### src/rtl/core/mrbce_pkg.sv
// Package for the mask run blit code emitter.
// Holds the item types, command codes, microcode control word layout and
// entry points, and the MOVEM register mask table. No dependencies.
package mrbce_pkg;

  localparam int unsigned UPC_W = 5;
  localparam int unsigned RUN_W = 6;
  localparam int unsigned OFF_W = 9;

  localparam logic [1:0] CMD_START  = 2'd0;
  localparam logic [1:0] CMD_PIXEL  = 2'd1;
  localparam logic [1:0] CMD_FINISH = 2'd2;

  localparam logic [RUN_W-1:0] RUN_FLUSH = RUN_W'(44);

  localparam logic [UPC_W-1:0] UA_PRE   = UPC_W'(0);
  localparam logic [UPC_W-1:0] UA_POST  = UPC_W'(5);
  localparam logic [UPC_W-1:0] UA_CHUNK = UPC_W'(8);
  localparam logic [UPC_W-1:0] UA_M_OFF = UPC_W'(9);
  localparam logic [UPC_W-1:0] UA_M_0   = UPC_W'(15);
  localparam logic [UPC_W-1:0] UA_S_OFF = UPC_W'(19);
  localparam logic [UPC_W-1:0] UA_S_0   = UPC_W'(22);
  localparam logic [UPC_W-1:0] UA_TAIL  = UPC_W'(23);

  typedef struct packed {
    logic [1:0] cmd;
    logic [7:0] mask_byte;
    logic       line_end;
    logic       last_line;
  } in_t;

  typedef struct packed {
    logic [15:0] code_word;
    logic        last_word;
  } out_t;

  typedef enum logic [2:0] {
    SRC_LIT,
    SRC_MASK,
    SRC_OFF,
    SRC_LOP,
    SRC_SOP
  } src_e;

  typedef enum logic [1:0] {
    LAST_NO,
    LAST_YES,
    LAST_CHUNK
  } last_e;

  typedef enum logic [1:0] {
    ACT_NONE,
    ACT_ADV,
    ACT_FIN
  } act_e;

  typedef enum logic [2:0] {
    SEQ_NEXT,
    SEQ_GOTO,
    SEQ_DONE,
    SEQ_DISPATCH,
    SEQ_TAIL
  } seq_e;

  typedef struct packed {
    logic             emit;
    src_e             src;
    logic [15:0]      lit;
    last_e            last;
    act_e             act;
    seq_e             seq;
    logic [UPC_W-1:0] tgt;
  } ctrl_t;

  // Register mask for a MOVEM pair, chosen by the chunk size in longwords.
  function automatic logic [15:0] movem_mask(input logic [3:0] longs);
    logic [15:0] m;
    case (longs)
      4'd3:    m = 16'h001C;
      4'd4:    m = 16'h003C;
      4'd5:    m = 16'h007C;
      4'd6:    m = 16'h00FC;
      4'd7:    m = 16'h04FC;
      4'd8:    m = 16'h0CFC;
      4'd9:    m = 16'h1CFC;
      4'd10:   m = 16'h3CFC;
      4'd11:   m = 16'h7CFC;
      default: m = 16'h0000;
    endcase
    return m;
  endfunction

endpackage

### src/rtl/core/mrbce_urom.sv
// Microcode store for the mask run blit code emitter.
// One control word per step; depends on mrbce_pkg.
module mrbce_urom import mrbce_pkg::*; (
  input  logic [UPC_W-1:0] addr_i,
  output ctrl_t            ctrl_o
);

  function automatic ctrl_t cw(input logic e, input src_e s, input logic [15:0] l,
                               input last_e la, input act_e a, input seq_e q,
                               input logic [UPC_W-1:0] t);
    ctrl_t c;
    c.emit = e;
    c.src  = s;
    c.lit  = l;
    c.last = la;
    c.act  = a;
    c.seq  = q;
    c.tgt  = t;
    return c;
  endfunction

  localparam logic [UPC_W-1:0] NT = '0;

  always_comb begin
    case (addr_i)
      5'd0:  ctrl_o = cw(1'b1, SRC_LIT, 16'h48E7, LAST_NO, ACT_NONE, SEQ_NEXT, NT);
      5'd1:  ctrl_o = cw(1'b1, SRC_LIT, 16'h1F3E, LAST_NO, ACT_NONE, SEQ_NEXT, NT);
      5'd2:  ctrl_o = cw(1'b1, SRC_LIT, 16'h4CEF, LAST_NO, ACT_NONE, SEQ_NEXT, NT);
      5'd3:  ctrl_o = cw(1'b1, SRC_LIT, 16'h0303, LAST_NO, ACT_NONE, SEQ_NEXT, NT);
      5'd4:  ctrl_o = cw(1'b1, SRC_LIT, 16'h002C, LAST_YES, ACT_NONE, SEQ_DONE, NT);
      5'd5:  ctrl_o = cw(1'b1, SRC_LIT, 16'h4CDF, LAST_NO, ACT_NONE, SEQ_NEXT, NT);
      5'd6:  ctrl_o = cw(1'b1, SRC_LIT, 16'h7CF8, LAST_NO, ACT_NONE, SEQ_NEXT, NT);
      5'd7:  ctrl_o = cw(1'b1, SRC_LIT, 16'h4E75, LAST_YES, ACT_NONE, SEQ_DONE, NT);
      5'd8:  ctrl_o = cw(1'b0, SRC_LIT, 16'h0000, LAST_NO, ACT_NONE, SEQ_DISPATCH, NT);
      5'd9:  ctrl_o = cw(1'b1, SRC_LIT, 16'h4CE8, LAST_NO, ACT_NONE, SEQ_NEXT, NT);
      5'd10: ctrl_o = cw(1'b1, SRC_MASK, 16'h0000, LAST_NO, ACT_NONE, SEQ_NEXT, NT);
      5'd11: ctrl_o = cw(1'b1, SRC_OFF, 16'h0000, LAST_NO, ACT_NONE, SEQ_NEXT, NT);
      5'd12: ctrl_o = cw(1'b1, SRC_LIT, 16'h48E9, LAST_NO, ACT_NONE, SEQ_NEXT, NT);
      5'd13: ctrl_o = cw(1'b1, SRC_MASK, 16'h0000, LAST_NO, ACT_NONE, SEQ_NEXT, NT);
      5'd14: ctrl_o = cw(1'b1, SRC_OFF, 16'h0000, LAST_CHUNK, ACT_ADV, SEQ_GOTO, UA_CHUNK);
      5'd15: ctrl_o = cw(1'b1, SRC_LIT, 16'h4CD0, LAST_NO, ACT_NONE, SEQ_NEXT, NT);
      5'd16: ctrl_o = cw(1'b1, SRC_MASK, 16'h0000, LAST_NO, ACT_NONE, SEQ_NEXT, NT);
      5'd17: ctrl_o = cw(1'b1, SRC_LIT, 16'h48D1, LAST_NO, ACT_NONE, SEQ_NEXT, NT);
      5'd18: ctrl_o = cw(1'b1, SRC_MASK, 16'h0000, LAST_CHUNK, ACT_ADV, SEQ_GOTO, UA_CHUNK);
      5'd19: ctrl_o = cw(1'b1, SRC_LOP, 16'h0000, LAST_NO, ACT_NONE, SEQ_NEXT, NT);
      5'd20: ctrl_o = cw(1'b1, SRC_OFF, 16'h0000, LAST_NO, ACT_NONE, SEQ_NEXT, NT);
      5'd21: ctrl_o = cw(1'b1, SRC_OFF, 16'h0000, LAST_CHUNK, ACT_ADV, SEQ_GOTO, UA_CHUNK);
      5'd22: ctrl_o = cw(1'b1, SRC_SOP, 16'h0000, LAST_CHUNK, ACT_ADV, SEQ_GOTO, UA_CHUNK);
      5'd23: ctrl_o = cw(1'b0, SRC_LIT, 16'h0000, LAST_NO, ACT_NONE, SEQ_TAIL, NT);
      5'd24: ctrl_o = cw(1'b1, SRC_LIT, 16'hD1C0, LAST_NO, ACT_NONE, SEQ_NEXT, NT);
      5'd25: ctrl_o = cw(1'b1, SRC_LIT, 16'hD3C1, LAST_YES, ACT_FIN, SEQ_DONE, NT);
      default: ctrl_o = cw(1'b0, SRC_LIT, 16'h0000, LAST_NO, ACT_NONE, SEQ_DONE, NT);
    endcase
  end

endmodule

### src/rtl/core/mask_run_blit_code_emitter_top.sv
// Top level of the mask run blit code emitter: item handshakes, run and
// offset state, sequencer and output register. Depends on mrbce_pkg and mrbce_urom.
//
// Takes one command or mask byte per item and emits 68000 copy code, at most
// one 16-bit word per cycle while the output is not stalled. An opaque byte that
// neither completes a 44-byte chunk nor ends its line is taken without the
// sequencer, as is an unused command or a pixel past the line length that does
// not end its line. Any other pixel is owned by the microcode sequencer: it is
// accepted, then each chunk of the run gets a dispatch step and its words (one
// to six), then a last dispatch step and a tail step, plus the two row advance
// words at a line end that is not the last line. Output stalls hold the sequencer.
module mask_run_blit_code_emitter_top import mrbce_pkg::*; #(
  parameter int unsigned MAX_LINE_PIXELS = 256
) (
  input  logic clk_i,
  input  logic rst_ni,
  input  logic in_valid_i,
  output logic in_stall_o,
  input  in_t  in_item_i,
  output logic out_valid_o,
  input  logic out_stall_i,
  output out_t out_item_o
);

  localparam logic [OFF_W:0] LINE_MAX = (OFF_W+1)'(MAX_LINE_PIXELS);

  logic             busy_q, busy_d;
  logic [UPC_W-1:0] pc_q, pc_d;
  logic [RUN_W-1:0] pend_q, pend_d;
  logic [OFF_W-1:0] off_q, off_d;
  logic             flush_q, flush_d;
  logic             inc_q, inc_d;
  logic             adda_q, adda_d;
  logic             clr_q, clr_d;
  logic             ovalid_q, ovalid_d;
  out_t             oitem_q, oitem_d;

  ctrl_t            cw;
  logic             in_fire;
  logic             out_free;
  logic             step_fire;
  logic             room;
  logic             opaque;
  logic [RUN_W-1:0] pend_inc;
  logic             is_movem;
  logic [RUN_W-1:0] size;
  logic [RUN_W-1:0] rem;
  logic [15:0]      lop;
  logic [15:0]      sop;
  logic [15:0]      word;
  logic             last_now;
  logic             fin_now;

  mrbce_urom u_urom (
    .addr_i (pc_q),
    .ctrl_o (cw)
  );

  assign in_stall_o  = busy_q;
  assign in_fire     = in_valid_i && !busy_q;
  assign out_free    = !ovalid_q || !out_stall_i;
  assign step_fire   = busy_q && (!cw.emit || out_free);
  assign out_valid_o = ovalid_q;
  assign out_item_o  = oitem_q;

  assign room     = ({1'b0, off_q} + (OFF_W+1)'(pend_q)) < LINE_MAX;
  assign opaque   = in_item_i.mask_byte != 8'd0;
  assign pend_inc = pend_q + RUN_W'(1);

  always_comb begin
    is_movem = pend_q >= RUN_W'(12);
    if (is_movem) begin
      size = {pend_q[RUN_W-1:2], 2'b00};
      lop  = 16'h0000;
      sop  = 16'h0000;
    end else if (pend_q >= RUN_W'(4)) begin
      size = RUN_W'(4);
      lop  = 16'h2368;
      sop  = 16'h2290;
    end else if (pend_q >= RUN_W'(2)) begin
      size = RUN_W'(2);
      lop  = 16'h3368;
      sop  = 16'h3290;
    end else begin
      size = RUN_W'(1);
      lop  = 16'h1368;
      sop  = 16'h1290;
    end
    rem = pend_q - size;
  end

  always_comb begin
    case (cw.src)
      SRC_LIT:  word = cw.lit;
      SRC_MASK: word = movem_mask(pend_q[RUN_W-1:2]);
      SRC_OFF:  word = {{(16-OFF_W){1'b0}}, off_q};
      SRC_LOP:  word = lop;
      SRC_SOP:  word = sop;
      default:  word = cw.lit;
    endcase
    case (cw.last)
      LAST_YES:   last_now = 1'b1;
      LAST_CHUNK: last_now = (rem == '0) && !adda_q;
      default:    last_now = 1'b0;
    endcase
    fin_now = (cw.act == ACT_FIN) || ((cw.seq == SEQ_TAIL) && !adda_q);
  end

  always_comb begin
    busy_d   = busy_q;
    pc_d     = pc_q;
    pend_d   = pend_q;
    off_d    = off_q;
    flush_d  = flush_q;
    inc_d    = inc_q;
    adda_d   = adda_q;
    clr_d    = clr_q;
    ovalid_d = ovalid_q && out_stall_i;
    oitem_d  = oitem_q;

    if (in_fire) begin
      case (in_item_i.cmd)
        CMD_START: begin
          pend_d = '0;
          off_d  = '0;
          busy_d = 1'b1;
          pc_d   = UA_PRE;
        end
        CMD_FINISH: begin
          pend_d = '0;
          off_d  = '0;
          busy_d = 1'b1;
          pc_d   = UA_POST;
        end
        CMD_PIXEL: begin
          if (room && opaque) begin
            pend_d = pend_inc;
          end
          flush_d = in_item_i.line_end ||
                    (room && (!opaque || pend_inc == RUN_FLUSH));
          inc_d   = room && !opaque;
          adda_d  = in_item_i.line_end && !in_item_i.last_line;
          clr_d   = in_item_i.line_end;
          busy_d  = flush_d;
          pc_d    = UA_CHUNK;
        end
        default: begin
          busy_d = 1'b0;
        end
      endcase
    end

    if (step_fire) begin
      if (cw.emit) begin
        ovalid_d          = 1'b1;
        oitem_d.code_word = word;
        oitem_d.last_word = last_now;
      end
      if (cw.act == ACT_ADV) begin
        pend_d = rem;
        off_d  = off_q + OFF_W'(size);
      end
      if (fin_now) begin
        if (clr_q) begin
          pend_d = '0;
          off_d  = '0;
        end else if (inc_q) begin
          off_d = off_q + OFF_W'(1);
        end
      end
      case (cw.seq)
        SEQ_NEXT: pc_d = pc_q + UPC_W'(1);
        SEQ_GOTO: pc_d = cw.tgt;
        SEQ_DONE: busy_d = 1'b0;
        SEQ_DISPATCH: begin
          if (!flush_q || pend_q == '0) begin
            pc_d = UA_TAIL;
          end else if (is_movem) begin
            pc_d = (off_q != '0) ? UA_M_OFF : UA_M_0;
          end else begin
            pc_d = (off_q != '0) ? UA_S_OFF : UA_S_0;
          end
        end
        SEQ_TAIL: begin
          if (adda_q) begin
            pc_d = pc_q + UPC_W'(1);
          end else begin
            busy_d = 1'b0;
          end
        end
        default: busy_d = 1'b0;
      endcase
    end
  end

  always_ff @(posedge clk_i or negedge rst_ni) begin
    if (!rst_ni) begin
      busy_q   <= 1'b0;
      pc_q     <= '0;
      pend_q   <= '0;
      off_q    <= '0;
      flush_q  <= 1'b0;
      inc_q    <= 1'b0;
      adda_q   <= 1'b0;
      clr_q    <= 1'b0;
      ovalid_q <= 1'b0;
    end else begin
      busy_q   <= busy_d;
      pc_q     <= pc_d;
      pend_q   <= pend_d;
      off_q    <= off_d;
      flush_q  <= flush_d;
      inc_q    <= inc_d;
      adda_q   <= adda_d;
      clr_q    <= clr_d;
      ovalid_q <= ovalid_d;
    end
  end

  always_ff @(posedge clk_i) begin
    oitem_q <= oitem_d;
  end

  // A run never rests at the flush length between items.
  assert property (@(posedge clk_i) disable iff (!rst_ni)
    !busy_q |-> pend_q < RUN_FLUSH)
    else $error("run left pending at flush length");

  // The offset plus the pending run never passes the line length.
  assert property (@(posedge clk_i) disable iff (!rst_ni)
    ({1'b0, off_q} + (OFF_W+1)'(pend_q)) <= LINE_MAX)
    else $error("line position beyond line length");

  // A word emitted by a step that ends the program closes its item.
  assert property (@(posedge clk_i) disable iff (!rst_ni)
    step_fire && cw.emit && cw.seq == SEQ_DONE |=> out_valid_o && out_item_o.last_word)
    else $error("final step emitted a word without the last flag");

endmodule
### config.mk
export PLATFORM = sky130hd
export DESIGN_NAME = mask_run_blit_code_emitter_top
export DESIGN_NICKNAME = d
export VERILOG_FILES = /design/src/rtl/core/mrbce_pkg.sv /design/src/rtl/core/mrbce_urom.sv /design/src/rtl/core/mask_run_blit_code_emitter_top.sv
export SDC_FILE = /design/constraint.sdc
export NUM_CORES = 1
export LEC_CHECK = 0
export BUFFER_PORTS_ARGS = -buffer_cell sky130_fd_sc_hd__buf_4
export CORE_ASPECT_RATIO = 1.2
export CORE_MARGIN = 2
export CORE_UTILIZATION = 50
export CTS_BUF_LIST = sky130_fd_sc_hd__clkbuf_4
export CTS_CLUSTER_SIZE = 28
export DETAILED_ROUTE_END_ITERATION = 10
export PLACE_DENSITY = 0.68
export SLEW_MARGIN = 20
export SYNTH_ARGS = -nofsm -noshare
export SYNTH_HDL_FRONTEND = slang
export SYNTH_SLANG_ARGS = --single-unit
### constraint.sdc
create_clock -name clk_i -period 3 [get_ports clk_i]
set_input_delay 0.9 -clock clk_i [delete_from_list [all_inputs] [get_ports clk_i]]
set_output_delay 0.9 -clock clk_i [all_outputs]
set_load 0.1 [all_outputs]
==> run_results.csv <==
group,metric,value,unit
outcome,outcome,"complete, no violations",
logic_synthesis,synth-seq-cells,43,
finish,diodes,0,
finish,finalNonFillerCells,636,
logic_synthesis,synth_compound_area_share,30.0,%
finish,final_common_cell,"buf_4",
timing,finalSetupViolations,0,
drt,ant_nets,0,
cts,numCtsBuffers,5,
cts,post_cts_buffers,0,
logic_synthesis,yosys_warnings,0,
worst_setup_path,path_cells,"inv_4 > ha_4 > and2_1 > a2bb2oi_2 > inv_1 > ha_1 > o21ai_0 > nand2b_1 > o311ai_1 > o211ai_1 > o41ai_1",
cts,htree_num_levels,2,
worst_setup_path,crit_slowest_cell,"dfrtp_1",
cts,cts_root_buf,"clkbuf_4",
timing,period_needed,2820,ps
placed_design,port_buffers,34,
cts,clock_sinks,43,
worst_setup_path,end_kind,"flip-flop",
placed_design,dp_hpwl,9.86,mm
logic_synthesis,synth_top_family_by_area,"compound AO/OA/AOI/OAI gates",
worst_setup_path,cp_top_family,"compound AO/OA/AOI/OAI gates",
cts,insertion_delay,370,ps
logic_synthesis,synth-edff-count,17,
finish,nFillCells,713,
worst_setup_path,critical_path_class,"reg -> reg",
placed_design,gp_congestion,0.993,
placed_design,dpl_worst_slack,-29.3,ps
logic_synthesis,async_flop_share,60.5,%
timing,period_share,94.0,%
logic_synthesis,avgSynthCellArea,8.50,sq um
grt,antenna_found_initial,0,
logic_synthesis,synth_fa_ha_area_share,11.0,%
finish,drive_gt1_share,20.7,%
cts,clock_path_buffers,2,
logic_synthesis,synthesis.nets,537,
worst_setup_path,critPathRequiredTime,3170,ps
grt,grt_pass1_wl,21.2,mm
timing,drv_slew,0,
worst_setup_path,slowest_delay,470,ps
grt,grt_usage,29.6,%
floorplan,row_count,36,
drt,drc,0,
logic_synthesis,yosysSeqAreaShare,28.1,%
floorplan,dieArea,9010,sq um
logic_synthesis,synth_flop_cell,"dfrtp_1",
floorplan,io_pins,35,
timing,skew,6.81,ps
finish,layout.area.seq,1160,sq um
logic_synthesis,synth_cells,486,
floorplan,fp.dieH,104,um
worst_setup_path,crit_buf_inv,2,
drt,routedWlPerCell,20.3,um
floorplan,die_w,87.0,um
grt,overflow,0,
drt,firstDrtPassIters,5,
drt,drt_iter0_drc,252,
finish,area_growth,15.5,%
grt,grt_pass1_vias,4052,
hold_path,hold_path_class,"in -> async",
timing,tightest_slew,754,ps
timing,setup_ws,181,ps
drt,routed_wl,12.9,mm
cts,clk_pin_slew,150,ps
timing,max_freq,0.355,GHz
worst_setup_path,cp_max_fo,8,
flow_run,cap_violations,0,
grt,grt_max_degree,27,
worst_setup_path,crit_path_start_kind,"flip-flop",
cts,cts_tree,"built",
timing,finalHoldViolations,0,
timing,holdWs,421,ps
floorplan,core_region_area,8060,sq um
timing,rsz0062_at_grt,"no",
finish,multiInputGateArea,2800,sq um
finish,most-common-layout-cells,"buf_4, a21oi_1, nand2_1",
logic_synthesis,synth_xor_area_share,2.54,%
logic_synthesis,synth_mux_area_share,2.63,%
drt,viasPerCell,6.55,
drt,vias,4168,
finish,nNetsFinal,591,
logic_synthesis,yosys.area_share.simple,20.3,%
timing,finalSetupTns,0,ps
logic_synthesis,synth_cell_type_count,77,
logic_synthesis,syn-cell-area,4130,sq um
worst_setup_path,crit_arrival,2990,ps
placed_design,dp_cells,628,
timing,relSlewSlack,49.7,%
floorplan,initial_core_util,51.2,%
[area by class of cell]
class	count	share of cell area, %
Timing Repair Buffer	71	11.2
Clock inverter	3	0.813
Sequential cell	43	24.3
Inverter	21	1.70
Clock buffer	5	0.787
Multi-Input combinational cell	398	58.7
Tap cell	95	2.49
[through the flow]
step | utilization [%] | cell area (sq um)
global placement | 57.5 | 4640
CTS | 58.5 | 4720
global route | 59.2 | 4770
finish | 59.2 | 4770
floorplan | - | 4140
detailed placement | 57.5 | 4640
[synthesized netlist by cell type, drive strengths merged, types with 5 or more instances]
| master | n | area [sq um] |
|---|---|---|
| o211ai | 11 | 82.6 |
| a211oi | 9 | 67.6 |
| inv | 21 | 78.8 |
| mux2 | 5 | 56.3 |
| a31oi | 8 | 50.1 |
| nand2 | 40 | 153 |
| o221ai | 5 | 50.0 |
| buf | 16 | 119 |
| edfxtp | 17 | 510 |
| nor3b | 6 | 50.1 |
| clkbuf | 8 | 30.0 |
| and2 | 7 | 43.8 |
| a22o | 5 | 43.8 |
| nor2b | 6 | 37.5 |
| xnor2 | 8 | 70.1 |
| o21ai | 35 | 175 |
| o22ai | 7 | 57.6 |
| dfrtp | 26 | 651 |
| nand3 | 18 | 90.1 |
| ha | 33 | 413 |
| nand2b | 9 | 56.3 |
| nor2 | 39 | 146 |
| nor3 | 14 | 70.1 |
| a21oi | 50 | 254 |
[repair_timing]
| action | in CTS | in global routing |
|---|---|---|
| pin swaps | 2 | 0 |
| endpoints found under the setup margin | 1 | 5 |
| hold buffers | 0 | 0 |
| cloned | 0 | 0 |
| resized for setup | 1 | 13 |
[final timing paths]
kind                            startpoint            end  slack, ps  cells past startpoint
worst max-delay path             pend_q[4]  out_item_o[0]        180                     11
worst min-delay path                rst_ni          inc_q        420                      1
worst max register to register   pend_q[4]  out_item_o[0]        180                     11
worst min register to register      adda_q         adda_q        590                      2
max in group asynchronous           rst_ni       off_q[3]       2300                      1
min in group clk_i                  adda_q         adda_q        590                      2
[state kept, by name, indices dropped and copies added, names as in the netlist]
name	flops
off_q	9
out_valid_o	1
in_stall_o	1
pend_q	6
pc_q	5
adda_q	1
inc_q	1
clr_q	1
out_item_o	17
flush_q	1
[logic make-up after synthesis]
| logic type | Yosys count |
|---|---|
| XOR/XNOR | 12 |
| flip-flops | 43 |
| AO/OA/AOI/OAI | 177 |
| adder cells (fa/ha/maj) | 35 |
| AND/OR/NAND/NOR | 165 |
| multiplexers | 9 |
| buffers and inverters | 45 |
[metal layers]
| metal | share of wire, % | up-vias | routed length, um | track usage [%] |
|---|---|---|---|---|
| met1 | 40 | 1990 | 5140 | 38.1 |
| li1 | - | 1950 | - | - |
| met3 | 5.2 | 58 | 674 | 3.11 |
| met4 | 4.8 | 0 | 614 | 13.2 |
| met2 | 50 | 170 | 6480 | 49.4 |
| met5 | 0 | - | 0 | 0 |
Power is not shown: default switching activity piles up to over one toggle a cycle in this logic, so the estimate is an artifact.
